[config.mk]
export PLATFORM = sky130hd
export DESIGN_NAME = sor_ctrl
export DESIGN_NICKNAME = d
export VERILOG_FILES = /design/src/hw/rtl/sor_pkg.sv /design/src/hw/rtl/sor_ctrl.sv
export SDC_FILE = /design/constraint.sdc
export NUM_CORES = 1
export LEC_CHECK = 0
export BUFFER_PORTS_ARGS = -buffer_cell sky130_fd_sc_hd__buf_2
export CORE_AREA = 2 2 39 41
export CTS_BUF_LIST = sky130_fd_sc_hd__clkbuf_16
export DETAILED_ROUTE_END_ITERATION = 16
export DIE_AREA = 0 0 41 43
export SLEW_MARGIN = 25
export SYNTH_ARGS = -nofsm -noshare
export SYNTH_HDL_FRONTEND = slang
export SYNTH_SLANG_ARGS = --single-unit
[constraint.sdc]
create_clock -name clock -period 1.7 [get_ports clock]
set_clock_uncertainty 0.05 [all_clocks]
set_input_delay 0.255 -clock clock [delete_from_list [all_inputs] [get_ports clock]]
set_output_delay 0.255 -clock clock [all_outputs]
set_load 0.01 [all_outputs]
[src/hw/rtl/sor_pkg.sv]
// ----------------------------------------------------------------------------
// Spiral order reader package
// Shared widths, register indexes, edge phase codes and the command struct
// that the controller hands to the datapath.
// ----------------------------------------------------------------------------
`default_nettype none

package sor_pkg;

   // Width of a dimension register and of row, column and layer counters.
   localparam int DIM_W = 5;
   // Width of a row-major linear position (rows times columns).
   localparam int PROD_W = 2 * DIM_W;
   // Width of the row and column fields of a result.
   localparam int POS_W = 4;
   // Width of the edge phase code.
   localparam int PHASE_W = 3;

   // Configuration port.
   localparam int CSR_IDX_W = 2;
   localparam int CSR_DATA_W = DIM_W;
   localparam logic [CSR_IDX_W-1:0] REG_ROW_COUNT = 2'd0;
   localparam logic [CSR_IDX_W-1:0] REG_COL_COUNT = 2'd1;

   // Edge phases of the spiral walk.
   localparam logic [PHASE_W-1:0] PH_TOP    = 3'd0;
   localparam logic [PHASE_W-1:0] PH_RIGHT  = 3'd1;
   localparam logic [PHASE_W-1:0] PH_BOTTOM = 3'd2;
   localparam logic [PHASE_W-1:0] PH_LEFT   = 3'd3;
   localparam logic [PHASE_W-1:0] PH_CENTER = 3'd4;

   // Commands from the controller to the datapath.
   typedef struct packed {
      logic load;     // write the request value and advance the load pointer
      logic fetch;    // start a memory read and advance the spiral position
      logic capture;  // move read data and position into the result register
   } sor_cmd_type;

endpackage

`default_nettype wire

[src/hw/rtl/sor_ctrl.sv]
// ----------------------------------------------------------------------------
// Spiral order reader controller
// Sequences request transfers, the memory read of a fetch and the result
// register's valid flag.
// ----------------------------------------------------------------------------
`default_nettype none

module sor_ctrl (
   input  wire logic         clock,
   input  wire logic         reset,
   input  wire logic         req_valid,
   input  wire logic         req_op,
   output logic              req_ready,
   output logic              rsp_valid,
   input  wire logic         rsp_ready,
   output sor_pkg::sor_cmd_type cmd
);
   import sor_pkg::*;

   localparam logic ST_IDLE = 1'b0;
   localparam logic ST_READ = 1'b1;

   logic state_ff;
   logic state_in;
   logic rsp_valid_ff;
   logic rsp_valid_in;
   logic out_free;
   logic accept;

   // The result register can take new data when empty or being drained.
   assign out_free = !rsp_valid_ff || rsp_ready;

   // A new item may enter while the previous read completes into the result.
   assign req_ready = (state_ff == ST_IDLE) || out_free;
   assign accept = req_valid && req_ready;

   // Commands for the datapath.
   always_comb begin
      cmd.load = accept && !req_op;
      cmd.fetch = accept && req_op;
      cmd.capture = (state_ff == ST_READ) && out_free;
   end

   // Next state and result valid flag.
   always_comb begin
      state_in = state_ff;
      case (state_ff)
         ST_IDLE: begin
            if (cmd.fetch) begin
               state_in = ST_READ;
            end
         end
         ST_READ: begin
            if (out_free) begin
               state_in = cmd.fetch ? ST_READ : ST_IDLE;
            end
         end
         default: begin
            state_in = ST_IDLE;
         end
      endcase

      if (cmd.capture) begin
         rsp_valid_in = 1'b1;
      end else if (rsp_ready) begin
         rsp_valid_in = 1'b0;
      end else begin
         rsp_valid_in = rsp_valid_ff;
      end
   end

   always_ff @(posedge clock) begin
      if (reset) begin
         state_ff <= ST_IDLE;
         rsp_valid_ff <= 1'b0;
      end else begin
         state_ff <= state_in;
         rsp_valid_ff <= rsp_valid_in;
      end
   end

   assign rsp_valid = rsp_valid_ff;

   // A fetch always leaves a read in flight for the next cycle.
   a_fetch_reads: assert property (@(posedge clock) disable iff (reset)
      cmd.fetch |=> (state_ff == ST_READ))
      else $error("fetch transfer did not start a memory read");

   // A load taken while idle never starts a read.
   a_load_stays_idle: assert property (@(posedge clock) disable iff (reset)
      (state_ff == ST_IDLE && cmd.load) |=> (state_ff == ST_IDLE))
      else $error("load transfer started a memory read");

   // A result only appears after read data was captured.
   a_valid_from_capture: assert property (@(posedge clock) disable iff (reset)
      $rose(rsp_valid_ff) |-> $past(cmd.capture))
      else $error("response valid without captured read data");

endmodule

`default_nettype wire

Word level (Yosys, flattened, before mapping)
Cells that the tools add are included.
{"block": "classes", "n_mux": 5, "n_bitwise": 1, "reduce_logical": 9}
{"op": "1-bit logical AND", "n": 4}
{"op": "1-bit 2-to-1 mux", "n": 4}
{"op": "1-bit logical NOT", "n": 2}
{"op": "1-bit logical OR", "n": 2}
{"op": "1-bit one-hot mux with 2 select lines", "n": 1}
{"op": "2-bit nonzero test", "n": 1}
{"op": "1-bit inverter", "n": 1}
{"block": "totals", "regBits": 2, "in_bits": 5, "output_inout_bits": 5, "elab_cells": 17}

Depth between registers and ports, before layout
Gate-level depths: netlist of the first run.
{"block": "depth", "ltp_word": 8, "mapped_depth": 3, "depth_no_buf": 3}

Least setup slack after synthesis of the first run
Ideal clock, no wire load.
{"block": "synth_timing", "kind": "flip-flop to output port", "startpoint": "register rsp_valid_ff, in the netlist rsp_valid", "endpoint": "output cmd[2] in the netlist's numbering", "arrival_ns": 0.789, "required_time_ns": 1.395, "setup_slack_ns": 0.606, "path_stages_with_launch": 3, "n_path_buf": 0, "path_cell_list": "dfxtp_1 > and3b_2 > nor3b_2"}
{"item": "from (decl)", "line": "sor_ctrl.sv:25", "source": "logic rsp_valid_ff;"}
{"item": "from (signal assigned)", "line": "sor_ctrl.sv:78", "source": "rsp_valid_ff <= rsp_valid_in;"}
{"item": "to (decl)", "line": "sor_ctrl.sv:16", "source": "output sor_pkg::sor_cmd_type cmd"}

==> metrics.cfg, run 1 <==
[floorplanning]
start_util_pct=8.05
fp.coreArea_um2=1380
die_area_um2=1760
io_pins=10
die_h_um=43
rows=14
die_x_um=41

[global_route]
overflow=0
antenna_found_initial=0
grt_max_degree=4
grt_pass1_wl_um=455
grt_usage_pct=4.61
grt_pass1_vias=131

[synth]
ys_seq_elements=2
synth-main-ff-cell=dfxtp_1
mappedNetlistNets=18
synth_edf_count=0
seq_area_frac_synth_pct=36.0
syn_inst=13
synth_cell_type_count=12
avgSynthCellArea_um2=8.57
async_flop_share_pct=0
synth_top_area_cell=dfxtp_1
synth_top_area_share_pct=36.0
ys_warn_count=0
synth.area.top_cells=dfxtp_1 36%, nor3b_2 11%, and3b_2 9.0%
mappedNetlistArea_um2=111
yosysMostFrequentCell=dfxtp_1

[clocking]
clkLatencyLatePin_ns=0.22
cts-htree-levels=1
cts_tree=yes
cts_root_buf=clkbuf_16
cts_resized=0
cts_buffers=3
clock-sinks=2
cts.path.max_buffers=2
clk_pin_slew_ns=0.03
hold_buffers=0
cts_setup_buffers=0

[worst_setup_path]
slowest_stage=dfxtp_1
setup.worst_path.end_class=output port
reg2reg_slack_ns=0.88
cp_top_family=simple AND/OR/NAND/NOR gates
crit_end=cmd[2]
cp-start-kind=register
ff2ff_path_depth=3
crit_path_max_incr_delay_ns=0.31
path_buf_inv=1
crit_type=reg2out
cp_max_fo=3
arrival_ns=1.06
required_ns=1.39
crit_chain=and3b_2 -> nor3b_2 -> buf_2
rr_endpoint=state_ff$_SDFF_PP0_
cp.depth=3
crit_start=rsp_valid$_SDFFE_PP0P_
timing.rr.start=rsp_valid$_SDFFE_PP0P_

[route]
via_per_inst=3.00
first_iter_violations=0
first_pass_iters=1
drc=0
wire_per_inst_um=7.00
wirelength_um=280
num_vias=120
ant_nets=0

[finish]
num-nets-final=31
syn_to_final_growth_pct=119
layout-drive-gt1-share_pct=66.7
diodes=0

[place]
post-dp-hpwl_um=208
gp_congestion=0.519
post-place-ws_ns=0.530
portBuffers=9

[sta]
fin_tns_setup_ns=0
maxSlewViolCount=0
worst_slew_pin_slew_ns=0.113
setup_viol=0
rsz0062_at_grt=false
hold_slack_ns=0.160
hold_viol=0
period_needed_ns=1.36
relSlewSlack_pct=92.5
layout_setup_ws_ns=0.337
min_period_over_period_pct=80.2
fmax_mhz=734

[pwr]
leakage_uw=0.000117
irDropWorstVdd_mv=0.585
power_uw=420
power_density_nw_per_um2=1720

[min_path]
hold_class=in2reg

[flow_run]
maxCapViolations=0

[outcome]
status=finished clean

[power breakdown]
| group | internal, µW | switching [µW] |
|---|---|---|
| sequential | 49.3 | 1.23 |
| clock | 299 | 51.4 |
| combinational | 10.1 | 9.12 |
| total | 358 | 61.7 |
[routing by layer]
metal | vias up | global-route usage [%] | routed length, µm
li1 | 62 | - | -
met1 | 43 | 4.79 | 130
met2 | 13 | 3.75 | 69
met3 | 2 | 3.66 | 64
met5 | - | 0 | 0
met4 | 0 | 8.00 | 15
[stage by stage]
step	instance area (µm²)	cells	utilization (%)
floorplan	111	13	-
global placement	169	37	12.2
detailed placement	169	37	12.2
CTS	244	40	17.6
global route	244	40	17.6
finish	244	40	17.6
[worst reg2reg max path: stages, from the launching register on]
cell and delay, ns:
dfxtp_1 0.33, and3b_2 0.24, inv_2 0.05, a21oi_2 0.09
[cell type report]
type	count	area, µm²
multi-input cells	8	56.3
flip-flops and latches	2	40.0
clock buffers	3	75.1
well taps	16	20.0
repair buffers	9	45.0
fillers	148	1140
inverters	2	7.51
[state kept, by name (all words and copies together) (netlist names)]
name	flops
rsp_valid	1
state_ff	1
[layout by cell type (no fill, tap or decap)]
cell type  instances
buf_2              9
clkbuf_16          3
dfxtp_1            2
nand2b_1           1
and2_1             1
and3b_2            1
inv_2              1
nor3b_2            1
nand2_1            1
nor2_1             1
inv_1              1
a21oi_1            1
a21oi_2            1
[worst min-delay path by stage]
stage                      from                   to  slack (ns)  cells past startpoint
final                     reset  state_ff$_SDFF_PP0_        0.16                      2
after detailed placement  reset  state_ff$_SDFF_PP0_        0.38                      2
after CTS                 reset  state_ff$_SDFF_PP0_        0.16                      2
after global routing      reset  state_ff$_SDFF_PP0_        0.16                      2
after global placement    reset  state_ff$_SDFF_PP0_        0.38                      2
after floorplan           reset  state_ff$_SDFF_PP0_        0.27                      1
[kinds of logic (layout without fill, tap and decap cells)]
family,count (synthesis),after routing,synth area share (%)
AND/OR/NAND/NOR,6,6,38.2
flip-flops,2,2,36.0
buffers and inverters,3,14,13.5
AO/OA/AOI/OAI,2,2,12.4
Power figures use the tool's default switching activity.
==> run 2: changes to the inputs <==
Clock period 1.7 ns to 1.4 ns, I/O delays scaled along.
==> run 2 against run 1 <==
Net effect:
- register-to-register slack got worse by 0.30 ns
- clock-buffer cell count did not move
- core utilization stayed put
- global-route usage is 0.60 points higher
- largest power group unchanged
- via count is 3.3% higher
- total power is 21% higher
- design area unchanged
- combinational power up 21%
==> metrics.cfg, run 2 (synthesis gave the netlist of run 1 again) <==
[worst_setup_path]
ff2ff_path_depth=3  ; unchanged
reg2reg_slack_ns=0.58  ; -0.30 ns
cp_max_fo=3  ; unchanged
rr_endpoint=state_ff$_SDFF_PP0_
cp-start-kind=register
cp_top_family=simple AND/OR/NAND/NOR gates
arrival_ns=1.06  ; about the same
slowest_stage=dfxtp_1
required_ns=1.14  ; -0.25 ns
timing.rr.start=rsp_valid$_SDFFE_PP0P_
path_buf_inv=1  ; unchanged
crit_path_max_incr_delay_ns=0.30  ; about the same
crit_chain=and3b_2 -> nor3b_2 -> buf_2
crit_type=reg2out
setup.worst_path.end_class=output port

[sta]
layout_setup_ws_ns=0.0838  ; -0.253 ns
fmax_mhz=760
worst_slew_pin_slew_ns=0.113  ; +0.000760 ns
fin_tns_setup_ns=0  ; unchanged
maxSlewViolCount=0  ; unchanged
setup_viol=0  ; unchanged
hold_viol=0  ; unchanged
relSlewSlack_pct=92.4  ; about the same
rsz0062_at_grt=false
period_needed_ns=1.32
min_period_over_period_pct=94.0

[place]
placed_cell_area_um2=169  ; unchanged
portBuffers=9  ; unchanged
post-dp-hpwl_um=223  ; +7.4%
post-place-ws_ns=0.303  ; -0.227 ns
gp_congestion=0.518  ; -0.17%

[pwr]
p_sw_share_pct=14.7  ; about the same
power_switching_uw=74.9  ; +21%
p_clk_share_pct=83.4  ; about the same
power_uw=510  ; +21%
irDropWorstVdd_mv=0.494  ; -16%
power_frac_seq_pct=12.0  ; about the same
power_density_nw_per_um2=2090  ; +21%
p_int_uw=435  ; +21%
pwr-share-comb_pct=4.5  ; about the same
leakage_uw=0.000117  ; unchanged

[route]
drc=0  ; unchanged
wirelength_um=294  ; +5.0%
first_pass_iters=2  ; +1
first_iter_violations=1  ; +1
num_vias=124  ; +3.3%
ant_nets=0  ; unchanged
via_per_inst=3.10  ; +3.3%
wire_per_inst_um=7.35  ; +5.0%

[clocking]
clk_pin_slew_ns=0.03  ; about the same
cts-htree-levels=1  ; unchanged
clkLatencyLatePin_ns=0.22  ; about the same
hold_buffers=0  ; unchanged
cts_root_buf=clkbuf_16
cts_setup_buffers=0  ; unchanged
cts_resized=0  ; unchanged
cts_tree=yes
clock-sinks=2  ; unchanged
cts.path.max_buffers=2  ; unchanged
cts_buffers=3  ; unchanged

[min_path]
whs_endpoint=state_ff$_SDFF_PP0_
whs_path_depth=2  ; unchanged
worstHoldStart=reset
hold_class=in2reg

[finish]
mostFrequentLayoutCells=9 x buf_2, 3 x clkbuf_16, 2 x dfxtp_1
num-nets-final=31  ; unchanged
final_common_cell=buf_2
diodes=0  ; unchanged
layout-drive-gt1-share_pct=66.7  ; unchanged
syn_to_final_growth_pct=119  ; unchanged
postLayoutCellArea_um2=244  ; unchanged

[floorplanning]
start_util_pct=8.05  ; unchanged
die_x_um=41  ; unchanged
io_pins=10  ; unchanged
die_h_um=43  ; unchanged
rows=14  ; unchanged
fp.coreArea_um2=1380  ; unchanged
die_area_um2=1760  ; unchanged

[global_route]
grt_max_degree=4  ; unchanged
grt_pass1_vias=142  ; +8.4%
overflow=0  ; unchanged
grt_pass1_wl_um=503  ; +11%
grt_usage_pct=5.21  ; +0.60 points
antenna_found_initial=0  ; unchanged

[flow_run]
maxCapViolations=0  ; unchanged

[outcome]
status=finished clean

run 2: cell counts in the layout (fill, tap and decap cells not counted):
Identical to the previous run, type by type.
run 2: worst max-delay path by stage:
stage          endpoint              startpoint  depth (start not counted)
2_1_floorplan    cmd[2]  rsp_valid$_SDFFE_PP0P_                          2
3_3_place_gp     cmd[2]  rsp_valid$_SDFFE_PP0P_                          3
3_5_place_dp     cmd[2]  rsp_valid$_SDFFE_PP0P_                          3
4_1_cts          cmd[2]  rsp_valid$_SDFFE_PP0P_                          3
5_1_grt          cmd[2]  rsp_valid$_SDFFE_PP0P_                          3
6_report         cmd[2]  rsp_valid$_SDFFE_PP0P_                          3
run 2: layout make-up:
class / instances / area, µm²
clock buffers: 3 / 75.1
fillers: 152 / 1140
inverters: 2 / 7.51
multi-input cells: 8 / 56.3
flip-flops and latches: 2 / 40.0
well taps: 16 / 20.0
repair buffers: 9 / 45.0
run 2: through the flow:
step	hold slack, ns	instances	utilization, %
6_report	0.123	40	17.6
5_1_grt	0.128	40	17.6
4_1_cts	0.121	40	17.6
3_5_place_dp	0.349	37	12.2
3_3_place_gp	0.336	37	12.2
2_1_floorplan	0.222	13	-
run 2: power groups by stage:
| stage | registers, µW | logic (µW) | clock network [µW] |
|---|---|---|---|
| detailed placement | 62.0 | 23.5 | 0 |
| global placement | 61.7 | 22.9 | 0 |
| CTS | 61.2 | 23.7 | 433 |
| global route | 61.7 | 25.5 | 438 |
| floorplan | 62.3 | 11.7 | 0 |
| finish | 61.3 | 23.2 | 426 |
run 2: per-layer routing:
layer	up-vias	wire, µm	GRT usage [%]
li1	62	-	-
met1	48	134	4.78
met2	12	82	5.00
met3	2	62	4.71
met4	0	15	8.00
met5	-	0	0
